`src/hw/rtl/miow_pkg.sv`:
```
// ----------------------------------------------------------------------------
// miow_pkg
// Shared types and constants of the mono icon overlay writer.
// ----------------------------------------------------------------------------
package miow_pkg;

    localparam int ADDR_BITS = 25;
    localparam int COORD_W   = 13;
    localparam int FULL_W    = 27;
    localparam int QDEPTH    = 4;
    localparam int QPTR_W    = $clog2(QDEPTH);

    localparam logic [7:0] MODE_COLOUR = 8'd1;
    localparam logic [7:0] MODE_WHITE  = 8'd2;

    localparam logic [7:0] COLOUR_Y = 8'd150;
    localparam logic [7:0] COLOUR_U = 8'd60;
    localparam logic [7:0] COLOUR_V = 8'd100;
    localparam logic [7:0] WHITE_Y  = 8'hff;
    localparam logic [7:0] WHITE_U  = 8'h00;

    typedef enum logic [2:0] {
        CFG_START_X     = 3'd0,
        CFG_START_Y     = 3'd1,
        CFG_ICON_SIZE   = 3'd2,
        CFG_COLOR_MODE  = 3'd3,
        CFG_LINE_PITCH  = 3'd4,
        CFG_CHROMA_BASE = 3'd5
    } t_cfg_idx;

    typedef enum logic [1:0] {
        PH_LUMA = 2'd0,
        PH_U    = 2'd1,
        PH_V    = 2'd2
    } t_phase;

    typedef struct packed {
        logic [11:0] start_x;
        logic [11:0] start_y;
        logic [7:0]  icon_size;
        logic [7:0]  color_mode;
        logic [12:0] line_pitch;
        logic [23:0] chroma_base;
    } t_cfg;

    typedef struct packed {
        logic [COORD_W-1:0] x;
        logic [COORD_W-1:0] y;
        logic               last;
    } t_pix;

endpackage

```
`src/hw/rtl/miow_front.sv`:
```
// ----------------------------------------------------------------------------
// miow_front
// Walks each bitmap byte one pixel a cycle, stalling on a set pixel while the
// queue is full, tracks the icon position and queues the frame coordinates of every set pixel.
// ----------------------------------------------------------------------------
module miow_front (
    input  logic            i_clk,
    input  logic            i_rst_n,
    input  miow_pkg::t_cfg  i_cfg,
    input  logic            push,
    input  logic [7:0]      i_bitmap_byte,
    output logic            full,
    output logic            o_q_push,
    output miow_pkg::t_pix  o_q_data,
    input  logic            i_q_full
);
    import miow_pkg::*;

    logic       r_busy, n_busy;
    logic [7:0] r_bits, n_bits;
    logic [2:0] r_bcnt, n_bcnt;
    logic [7:0] r_col, n_col;
    logic [7:0] r_row, n_row;

    logic [8:0]  size;
    logic        outside;
    logic [7:0]  col_eff, row_eff;
    logic [8:0]  col_inc, row_inc;
    logic        row_end, icon_end;
    logic        step, finish;
    logic [8:0]  cols_left, rows_left;
    logic [17:0] rem;
    logic [2:0]  rem_sat;
    logic [6:0]  in_icon;

    always_comb begin
        size     = (i_cfg.icon_size == 8'd0) ? 9'd256 : {1'b0, i_cfg.icon_size};
        outside  = ({1'b0, r_col} >= size) || ({1'b0, r_row} >= size);
        col_eff  = outside ? 8'd0 : r_col;
        row_eff  = outside ? 8'd0 : r_row;
        col_inc  = {1'b0, col_eff} + 9'd1;
        row_inc  = {1'b0, row_eff} + 9'd1;
        row_end  = col_inc >= size;
        icon_end = row_end && (row_inc >= size);

        cols_left = size - {1'b0, col_eff} - 9'd1;
        rows_left = size - {1'b0, row_eff} - 9'd1;
        rem       = 18'(rows_left) * 18'(size) + 18'(cols_left);
        rem_sat   = (rem > 18'd7) ? 3'd7 : rem[2:0];
        for (int j = 0; j < 7; j++) begin
            in_icon[6-j] = 3'(j) < rem_sat;
        end

        step     = r_busy && (!r_bits[7] || !i_q_full);
        finish   = step && ((r_bcnt == 3'd7) || icon_end);
        full     = r_busy && !finish;

        o_q_push      = step && r_bits[7];
        o_q_data.x    = COORD_W'(i_cfg.start_x) + COORD_W'(col_eff);
        o_q_data.y    = COORD_W'(i_cfg.start_y) + COORD_W'(row_eff);
        o_q_data.last = !(|(r_bits[6:0] & in_icon));

        n_busy = r_busy;
        n_bits = r_bits;
        n_bcnt = r_bcnt;
        n_col  = r_col;
        n_row  = r_row;
        if (step) begin
            n_bits = {r_bits[6:0], 1'b0};
            n_bcnt = r_bcnt + 3'd1;
            n_col  = row_end ? 8'd0 : col_inc[7:0];
            n_row  = row_end ? (icon_end ? 8'd0 : row_inc[7:0]) : row_eff;
            if (finish) begin
                n_busy = 1'b0;
            end
        end
        if (push && !full) begin
            n_busy = 1'b1;
            n_bits = i_bitmap_byte;
            n_bcnt = 3'd0;
        end
    end

    always_ff @(posedge i_clk) begin
        if (!i_rst_n) begin
            r_busy <= 1'b0;
            r_bcnt <= 3'd0;
            r_col  <= 8'd0;
            r_row  <= 8'd0;
        end else begin
            r_busy <= n_busy;
            r_bcnt <= n_bcnt;
            r_col  <= n_col;
            r_row  <= n_row;
        end
        r_bits <= n_bits;
    end

endmodule

```
`src/hw/rtl/miow_queue.sv`:
```
// ----------------------------------------------------------------------------
// miow_queue
// Short pixel queue between the front and the back.
// ----------------------------------------------------------------------------
module miow_queue (
    input  logic            i_clk,
    input  logic            i_rst_n,
    input  logic            i_push,
    input  miow_pkg::t_pix  i_data,
    output logic            o_full,
    input  logic            i_pop,
    output miow_pkg::t_pix  o_data,
    output logic            o_empty
);
    import miow_pkg::*;

    t_pix              r_mem [QDEPTH];
    logic [QPTR_W-1:0] r_wr_ptr, r_rd_ptr;
    logic [QPTR_W:0]   r_count, n_count;
    logic              do_push, do_pop;

    always_comb begin
        o_full  = r_count == (QPTR_W+1)'(QDEPTH);
        o_empty = r_count == '0;
        o_data  = r_mem[r_rd_ptr];
        do_push = i_push && !o_full;
        do_pop  = i_pop && !o_empty;
        n_count = r_count;
        if (do_push && !do_pop) begin
            n_count = r_count + 1'b1;
        end else if (do_pop && !do_push) begin
            n_count = r_count - 1'b1;
        end
    end

    always_ff @(posedge i_clk) begin
        if (!i_rst_n) begin
            r_wr_ptr <= '0;
            r_rd_ptr <= '0;
            r_count  <= '0;
        end else begin
            r_count <= n_count;
            if (do_push) begin
                r_wr_ptr <= r_wr_ptr + 1'b1;
            end
            if (do_pop) begin
                r_rd_ptr <= r_rd_ptr + 1'b1;
            end
        end
        if (do_push) begin
            r_mem[r_wr_ptr] <= i_data;
        end
    end

endmodule

```
`src/hw/rtl/miow_back.sv`:
```
// ----------------------------------------------------------------------------
// miow_back
// Turns queued pixels into luma and chroma addresses and issues frame-buffer
// writes via an output register, one word a cycle while it is free or popped.
// ----------------------------------------------------------------------------
module miow_back (
    input  logic                           i_clk,
    input  logic                           i_rst_n,
    input  miow_pkg::t_cfg                 i_cfg,
    input  miow_pkg::t_pix                 i_q_data,
    input  logic                           i_q_empty,
    output logic                           o_q_pop,
    output logic                           empty,
    input  logic                           pop,
    output logic [miow_pkg::ADDR_BITS-1:0] o_write_address,
    output logic [7:0]                     o_write_data,
    output logic                           o_last_write
);
    import miow_pkg::*;

    logic               r_p1_v;
    logic [COORD_W-1:0] r_p1_x;
    logic               r_p1_last;
    logic [25:0]        r_p1_ylum;
    logic [24:0]        r_p1_ychr;

    logic              r_p2_v;
    logic [FULL_W-1:0] r_p2_luma;
    logic [FULL_W-1:0] r_p2_uaddr;
    logic              r_p2_last;
    logic [7:0]        r_p2_mode;
    logic [1:0]        r_p2_nw;
    t_phase            r_p2_ph;

    logic                 r_o_v;
    logic [ADDR_BITS-1:0] r_o_addr;
    logic [7:0]           r_o_data;
    logic                 r_o_last;

    logic              emit_go, word_last, p2_done, p1_adv, p1_load;
    logic [1:0]        nw;
    logic [FULL_W-1:0] emit_addr;
    logic [7:0]        emit_data;
    t_phase            next_ph;

    always_comb begin
        emit_go   = r_p2_v && (!r_o_v || pop);
        word_last = {1'b0, r_p2_ph} == ({1'b0, r_p2_nw} - 3'd1);
        p2_done   = emit_go && word_last;
        p1_adv    = r_p1_v && (!r_p2_v || p2_done);
        p1_load   = !i_q_empty && (!r_p1_v || p1_adv);
        o_q_pop   = p1_load;
        empty     = !r_o_v;

        case (i_cfg.color_mode)
            MODE_COLOUR: nw = 2'd3;
            MODE_WHITE:  nw = 2'd2;
            default:     nw = 2'd1;
        endcase

        case (r_p2_ph)
            PH_LUMA: begin
                emit_addr = r_p2_luma;
                case (r_p2_mode)
                    MODE_COLOUR: emit_data = COLOUR_Y;
                    MODE_WHITE:  emit_data = WHITE_Y;
                    default:     emit_data = r_p2_mode;
                endcase
                next_ph = PH_U;
            end
            PH_U: begin
                emit_addr = r_p2_uaddr;
                emit_data = (r_p2_mode == MODE_COLOUR) ? COLOUR_U : WHITE_U;
                next_ph   = PH_V;
            end
            PH_V: begin
                emit_addr = r_p2_uaddr + FULL_W'(1);
                emit_data = COLOUR_V;
                next_ph   = PH_LUMA;
            end
            default: begin
                emit_addr = r_p2_luma;
                emit_data = r_p2_mode;
                next_ph   = PH_LUMA;
            end
        endcase
    end

    always_ff @(posedge i_clk) begin
        if (!i_rst_n) begin
            r_p1_v  <= 1'b0;
            r_p2_v  <= 1'b0;
            r_p2_ph <= PH_LUMA;
            r_o_v   <= 1'b0;
        end else begin
            if (p1_load) begin
                r_p1_v <= 1'b1;
            end else if (p1_adv) begin
                r_p1_v <= 1'b0;
            end
            if (p1_adv) begin
                r_p2_v  <= 1'b1;
                r_p2_ph <= PH_LUMA;
            end else if (p2_done) begin
                r_p2_v  <= 1'b0;
                r_p2_ph <= PH_LUMA;
            end else if (emit_go) begin
                r_p2_ph <= next_ph;
            end
            if (emit_go) begin
                r_o_v <= 1'b1;
            end else if (pop) begin
                r_o_v <= 1'b0;
            end
        end
        if (p1_load) begin
            r_p1_x    <= i_q_data.x;
            r_p1_last <= i_q_data.last;
            r_p1_ylum <= 26'(i_q_data.y) * 26'(i_cfg.line_pitch);
            r_p1_ychr <= 25'(i_q_data.y[COORD_W-1:1]) * 25'(i_cfg.line_pitch);
        end
        if (p1_adv) begin
            r_p2_luma  <= FULL_W'(r_p1_x) + FULL_W'(r_p1_ylum);
            r_p2_uaddr <= FULL_W'(i_cfg.chroma_base) + FULL_W'(r_p1_ychr)
                        + FULL_W'({r_p1_x[COORD_W-1:1], 1'b0});
            r_p2_last  <= r_p1_last;
            r_p2_mode  <= i_cfg.color_mode;
            r_p2_nw    <= nw;
        end
        if (emit_go) begin
            r_o_addr <= ADDR_BITS'(emit_addr);
            r_o_data <= emit_data;
            r_o_last <= r_p2_last && word_last;
        end
    end

    assign o_write_address = r_o_addr;
    assign o_write_data    = r_o_data;
    assign o_last_write    = r_o_last;

    a_phase_in_range: assert property (@(posedge i_clk) disable iff (!i_rst_n)
        r_p2_v |-> ({1'b0, r_p2_ph} < {1'b0, r_p2_nw}))
        else $error("write phase beyond word count");

    a_p2_holds: assert property (@(posedge i_clk) disable iff (!i_rst_n)
        (r_p2_v && !p2_done) |=> (r_p2_v && $stable(r_p2_luma) && $stable(r_p2_uaddr)))
        else $error("address stage lost before its last word");

    a_p1_holds: assert property (@(posedge i_clk) disable iff (!i_rst_n)
        (r_p1_v && !p1_adv) |=> (r_p1_v && $stable(r_p1_ylum)))
        else $error("product stage dropped while stalled");

    a_out_holds: assert property (@(posedge i_clk) disable iff (!i_rst_n)
        (r_o_v && !pop) |=> (r_o_v && $stable(r_o_addr) && $stable(r_o_data)))
        else $error("output word changed while waiting");

endmodule

```
`src/hw/rtl/mono_icon_overlay_writer.sv`:
```
// ----------------------------------------------------------------------------
// mono_icon_overlay_writer
// 1-bit-per-pixel icon blitter into an NV12 frame buffer.
// ----------------------------------------------------------------------------
// Throughput: the front walks one pixel a cycle, stalling on a set pixel while
// the queue is full, and stops early at the icon end; the back issues one write
// a cycle while the output is free or popped; colour mode needs up to 24 writes a byte.
// Reset: config registers to their defaults, icon position to the origin, queues empty.
// ----------------------------------------------------------------------------
module mono_icon_overlay_writer (
    input  logic                           i_clk,
    input  logic                           i_rst_n,
    input  logic                           i_cfg_valid,
    output logic                           o_cfg_ready,
    input  logic [2:0]                     i_cfg_index,
    input  logic [23:0]                    i_cfg_data,
    input  logic                           push,
    output logic                           full,
    input  logic [7:0]                     i_bitmap_byte,
    output logic                           empty,
    input  logic                           pop,
    output logic [miow_pkg::ADDR_BITS-1:0] o_write_address,
    output logic [7:0]                     o_write_data,
    output logic                           o_last_write
);
    import miow_pkg::*;

    t_cfg r_cfg;
    t_pix fq_data, qb_data;
    logic fq_push, fq_full, qb_pop, qb_empty;

    assign o_cfg_ready = 1'b1;

    always_ff @(posedge i_clk) begin
        if (!i_rst_n) begin
            r_cfg.start_x     <= 12'd0;
            r_cfg.start_y     <= 12'd0;
            r_cfg.icon_size   <= 8'd24;
            r_cfg.color_mode  <= 8'd2;
            r_cfg.line_pitch  <= 13'd720;
            r_cfg.chroma_base <= 24'd414720;
        end else if (i_cfg_valid && o_cfg_ready) begin
            case (t_cfg_idx'(i_cfg_index))
                CFG_START_X:     r_cfg.start_x     <= i_cfg_data[11:0];
                CFG_START_Y:     r_cfg.start_y     <= i_cfg_data[11:0];
                CFG_ICON_SIZE:   r_cfg.icon_size   <= i_cfg_data[7:0];
                CFG_COLOR_MODE:  r_cfg.color_mode  <= i_cfg_data[7:0];
                CFG_LINE_PITCH:  r_cfg.line_pitch  <= i_cfg_data[12:0];
                CFG_CHROMA_BASE: r_cfg.chroma_base <= i_cfg_data;
                default: ;
            endcase
        end
    end

    miow_front u_front (
        .i_clk         (i_clk),
        .i_rst_n       (i_rst_n),
        .i_cfg         (r_cfg),
        .push          (push),
        .i_bitmap_byte (i_bitmap_byte),
        .full          (full),
        .o_q_push      (fq_push),
        .o_q_data      (fq_data),
        .i_q_full      (fq_full)
    );

    miow_queue u_queue (
        .i_clk   (i_clk),
        .i_rst_n (i_rst_n),
        .i_push  (fq_push),
        .i_data  (fq_data),
        .o_full  (fq_full),
        .i_pop   (qb_pop),
        .o_data  (qb_data),
        .o_empty (qb_empty)
    );

    miow_back u_back (
        .i_clk           (i_clk),
        .i_rst_n         (i_rst_n),
        .i_cfg           (r_cfg),
        .i_q_data        (qb_data),
        .i_q_empty       (qb_empty),
        .o_q_pop         (qb_pop),
        .empty           (empty),
        .pop             (pop),
        .o_write_address (o_write_address),
        .o_write_data    (o_write_data),
        .o_last_write    (o_last_write)
    );

endmodule
```
`config.mk`:
```
export PLATFORM = sky130hd
export DESIGN_NAME = mono_icon_overlay_writer
export DESIGN_NICKNAME = d
export VERILOG_FILES = /design/src/hw/rtl/miow_pkg.sv /design/src/hw/rtl/miow_front.sv /design/src/hw/rtl/miow_queue.sv /design/src/hw/rtl/miow_back.sv /design/src/hw/rtl/mono_icon_overlay_writer.sv
export SDC_FILE = /design/constraint.sdc
export NUM_CORES = 1
export LEC_CHECK = 0
export ABC_AREA = 1
export ABC_CLOCK_PERIOD_IN_PS = 10400
export BUFFER_PORTS_ARGS = -buffer_cell sky130_fd_sc_hd__buf_2
export CAP_MARGIN = 10
export CORE_MARGIN = 5
export CORE_UTILIZATION = 55
export CTS_BUF_LIST = sky130_fd_sc_hd__clkbuf_4 sky130_fd_sc_hd__clkbuf_8
export DETAILED_ROUTE_END_ITERATION = 8
export PLACE_DENSITY = 0.69
export REMOVE_ABC_BUFFERS = 1
export SLEW_MARGIN = 0
export SYNTH_ARGS = -nofsm -noshare
export SYNTH_HDL_FRONTEND = slang
export SYNTH_SLANG_ARGS = --single-unit
```
`constraint.sdc`:
```
create_clock -name i_clk -period 10.4 [get_ports i_clk]
set_clock_uncertainty 0.05 [all_clocks]
set_input_delay 0.52 -clock i_clk [delete_from_list [all_inputs] [get_ports i_clk]]
set_output_delay 0.52 -clock i_clk [all_outputs]
set_load 0.05 [all_outputs]
```
; Yosys cells after proc, flatten, opt, wreduce, memory -nomap -nowiden
; Memory sizes are Yosys's and may differ from the RTL's. A register that Yosys moved wholly into a read port is not among the register bits.
; Cells that the tools add are included.
[word_totals]
memories = 1
input_bits = 40
ff_bits = 276
ramBits = 108
[op_classes]
addsub = 19
n_eq_ne = 14
bitwise_logic = 2
n_mul = 3
reduce_logical = 52
order_cmp = 12
mux = 30
[mem_list]
columns = memory, depth, width, rd, rd_clocked_by_memory_dff, write_ports, line_no
row1 = u_queue.r_mem, 4, 27, 1, 1, 1, miow_queue.sv:17  ; t_pix r_mem [QDEPTH];
[op_table]
columns = cell, count
row1 = two-way mux 8 bit, 7
row2 = case mux 25 bit (2 select lines), 1
row3 = adder 12 x 8 -> 13 bit, 2
row4 = adder 13 x 25 -> 25 bit, 1
row5 = adder 24 x 25 -> 25 bit, 1
row6 = "adder 25 x 1 -> 25 bit, second input constant", 1
row7 = adder 25 x 13 -> 25 bit, 1
row8 = multiplier 12 x 13 -> 25 bit, 1
row9 = multiplier 13 x 13 -> 25 bit, 1
row10 = case mux 8 bit (3 select lines), 1
row11 = adder 18 x 9 -> 18 bit, 1
row12 = "adder 8 x 1 -> 9 bit, second input constant", 2
row13 = >= comparator 8 x 9 -> 1 bit, 2
row14 = >= comparator 9 bit, 2
row15 = "greater-than comparator 18 x 3 -> 1 bit, second input constant", 1
row16 = multiplier 9 x 9 -> 18 bit, 1
row17 = "subtractor 9 x 1 -> 9 bit, second input constant", 2
row18 = subtractor 9 x 8 -> 9 bit, 2
row19 = "== test 8 x 1 -> 1 bit, second input constant", 2
row20 = "== test 8 x 2 -> 1 bit, second input constant", 2
row21 = case mux 8 bit (2 select lines), 1
row22 = logical AND 1 bit, 15
row23 = AND reduction 2 bit, 7
row24 = "== test 3 bit, second input constant", 4
row25 = other kinds (29), 71

; Logic depth before layout (Yosys ltp)
[depth]
ltp_word = 16
ltp_mapped = 57

; Cells and area by module
; Synthesis repeated with hierarchy kept, for this count alone.
[hier_totals]
cells_unflattened = 4445
hier_area_um2 = 35232.5
[modules_own_cells]
columns = module, n_inst, cells_each, area_per_inst_um2
row1 = miow_back, 1, 2619, 20322.0
row2 = miow_front, 1, 1049, 7284.5
row3 = miow_queue, 1, 331, 4550.6
row4 = mono_icon_overlay_writer, 1, 446, 3075.4

; Worst setup path before layout
; OpenSTA, ideal clock, no wires.
[synth_path]
kind = reg2reg
startpoint = reg r_cfg[51] (netlist bit)
endpoint = mem u_queue.r_mem[0][0] (netlist bit), data pin
path_buffers = 1
path_stages_with_launch = 50
arrival_time_ns = 7.991
t_required_ns = 10.209
slack_ns = 2.219
cell_sequence = dfxtp_1 > inv_1 > ha_1 > nand2_1 > inv_1 > nand4_1 > nand3_1 > nand2_1 > nand2_1 > nor2_2 > nand2_4 > buf_8 > nor2_1 > inv_1 > ha_1 > fa_1 > a21oi_1 > o21ai_0 > [14 not listed] > inv_1 > ha_1 > nand2_1 > inv_1 > a21oi_1 > nand2_1 > nand2_1 > nand2_1 > nand2_1 > nand2_1 > or2_2 > nor2_1 > nand4_1 > nand2_1 > nand3_1 > nand2_1 > nand2_1 > inv_1
[synth_lines]
columns = item, line_no
row1 = "start, declared", mono_icon_overlay_writer.sv:28  ; t_cfg r_cfg;
row2 = "end, declared", miow_queue.sv:17

==> run summary <==
Max Fclk = 108 MHz
Synth area leaders = edfxtp_1, fa_1, ha_1, dfxtp_1, inv_1
TritonCTS Sinks = 386
initial core utilization = 0.552
final hold vios = 0
Post-synth top cells = inv_1, nand2_1, nor2_1
core footprint = 0.0575 mm2
CP max FO = 15
Clock Tree Buf Depth = 3
Post-synth EDFFs = 275
Slew headroom = 0.311
Antenna Violating Nets Remaining = 0
Max-Cap Viols = 0
nets = 4213
Area growth, synth to finish = 8.36%
critical path required time = 10860 ps
worst min path class = in2reg
r2r setup slk = 1170 ps
Compound-Gate Fraction of Synth Area = 0.0865
Post-synth ARST share = 0
number of synthesized register bits = 386
die width = 250 um
library cells used by synthesis = 63
Max Slew Vio Count = 0
post-DR wirelength/cell = 17.5 um
largest net degree at the start of global routing = 67
share of cells above drive strength 1 = 0.0745
main combinational cell family by area after synthesis = adder cells
post-CTS setup buffers = 0
mapped cell area = 0.0317 mm2
Filler cells = 5090
Tcrit/Tclk final = 0.888
DIE HEIGHT = 250 um
Post-Synth Simple-Gate Area = 0.160
WS Path Type = reg2reg
first-pass GRT wire length = 123000 um
largest area contributor in the netlist = edfxtp_1
number of top-level pins = 77
outcome = finished clean
Worst setup SP type = register
row count = 88
residual DRC count = 0
CP peak stage delay = 640 ps
initial detailed-routing violation count = 1605
Crit. End Element = register
CTS tree = done
Port-buffer cells = 75
register area share after synthesis = 0.330
later-pin clock latency in the skew report = 660 ps
Syn Inst Count = 3501
multiplexer share of the synthesized area = 0.00142
Yosys top cell area share = 0.260
Post-CTS Hold Fix Bufs = 1
post-synthesis xor/xnor area fraction = 0.0353
Top FF cell, synth = edfxtp_1
area share of fa/ha/maj cells after synthesis = 0.306
syn avg cell area = 9.06 um2
DRT Pass-1 Iters = 6
Crit path top cell by count = nand2_1
Synth Warn # = 0
Vias per Instance = 5.37
worst slew pin tran = 1030 ps
vias in the first global route = 23363
DR vias = 23587
Overall Global Routing Usage = 0.245
PostCTS Resize Cnt = 0
CTS HTree Levels = 3
RSZ-0062 raised after global routing = false
hpwl dp = 60300 um
endpoints failing setup = 0
setup_tns = 0 ps
Final Critical Period = 9230 ps
crit path DAT = 9690 ps
count leader, synth = inv_1
initial antenna violation count = 4
Routed WL = 76700 um
Routability Congestion = 0.914
CTS root buf = clkbuf_8
slowest library cell on the worst path = dfxtp_1
CTS buffer count = 69
GR Overflow Total = 0
clock-pin slew on the worst setup and hold paths = 60 ps
Total Die Area = 0.0626 mm2
[stage by stage]
stage	worst slack (ps)	hold WS, ps	area, um2	utilization	instances
3_3_place_gp	1430	354	32800	0.571	4264
4_1_cts	1220	3.70	34400	0.598	4391
2_1_floorplan	2140	350	31300	-	3409
3_5_place_dp	1250	384	32800	0.571	4264
5_1_grt	423	35.9	34400	0.598	4392
6_report	1170	42.4	34400	0.598	4393
[cell usage in the layout (no fill, tap or decap), drive strengths merged, types with 4 or more instances in the layout]
| master | Yosys | layout |
|---|---|---|
| edfxtp | 275 | 275 |
| bufinv | 0 | 6 |
| buf | 11 | 90 |
| or2 | 8 | 8 |
| nand2 | 540 | 540 |
| a31oi | 5 | 5 |
| nor3b | 5 | 5 |
| a22oi | 7 | 7 |
| o31ai | 6 | 6 |
| nand3 | 106 | 106 |
| nand4 | 32 | 32 |
| a211oi | 6 | 6 |
| o22ai | 15 | 15 |
| ha | 314 | 314 |
| inv | 564 | 567 |
| o211ai | 16 | 16 |
| o21bai | 5 | 5 |
| fa | 288 | 288 |
| a21o | 7 | 7 |
| clkinv | 7 | 23 |
| and2 | 5 | 5 |
| nor4 | 12 | 12 |
| a21boi | 5 | 5 |
| a32o | 5 | 5 |
| xnor2 | 37 | 37 |
| nor3 | 14 | 14 |
| clkbuf | 79 | 98 |
| nor2 | 484 | 484 |
| o221ai | 4 | 4 |
| dfxtp | 111 | 111 |
| a21oi | 224 | 224 |
| o21ai | 188 | 188 |
| xor2 | 91 | 91 |
| mux2 | 4 | 4 |
| nand3b | 8 | 8 |
[registers in the layout, summed over array words and instances, names as in the netlist, 13 cells and up, named ones only]
register and count:
r_cfg 77, u_back.o_write_address 25, u_back.r_p1_x 13, u_back.r_p1_ychr 25, u_back.r_p1_ylum 25, u_back.r_p2_luma 25, u_back.r_p2_uaddr 25, u_queue.r_mem 108
[critical path: cells and delay by family (launching register included)]
family,cells,cell delay [ps]
AOI/OAI and AO/OA,7,950
adders and majority gates,10,4310
buffers and inverters,8,630
DFF,1,640
and+or+nand+nor,23,2490
[final cells by class]
cell class | count | area, um2 | area share
sequential | 386 | 10500 | 0.305
clock inverter | 28 | 323 | 0.00939
clock buffer | 98 | 1230 | 0.0358
antenna | 2 | 5.00 | 0.000146
inverter | 571 | 2150 | 0.0627
timing repair buffer | 91 | 498 | 0.0145
multi-input combinational | 2452 | 18700 | 0.545
tap | 765 | 957 | 0.0278
[routing by layer]
layer  vias to the layer above  global-route usage  wire (um)
li1                      11507                   -          -
met1                     11176               0.339      33400
met2                       751               0.391      35100
met3                       147              0.0500       5860
met4                         6              0.0812       2290
met5                         -                   0         41
[cells by family (layout without fill, tap and decap cells)]
group           count (synthesis)  count (layout)
mux                             4               4
other cells                     1               3
xor+xnor                      128             128
simple gates                 1215            1215
buf+inv                       663             788
flops                         386             386
fa+ha+maj                     602             602
compound gates                502             502
[final timing paths]
check,endpoint,cells after the start,startpoint
worst max-delay path,u_queue.r_mem[0][0],48,r_cfg[47]
worst min-delay path,r_cfg[13],3,i_cfg_data[13]
worst max register to register,u_queue.r_mem[0][0],48,r_cfg[47]
worst min register to register,u_back.r_p2_last,0,u_back.r_p1_last
Power is left out: the tool's default activity adds up to more than one toggle a clock period on the data nets, which glitch-free logic cannot reach.
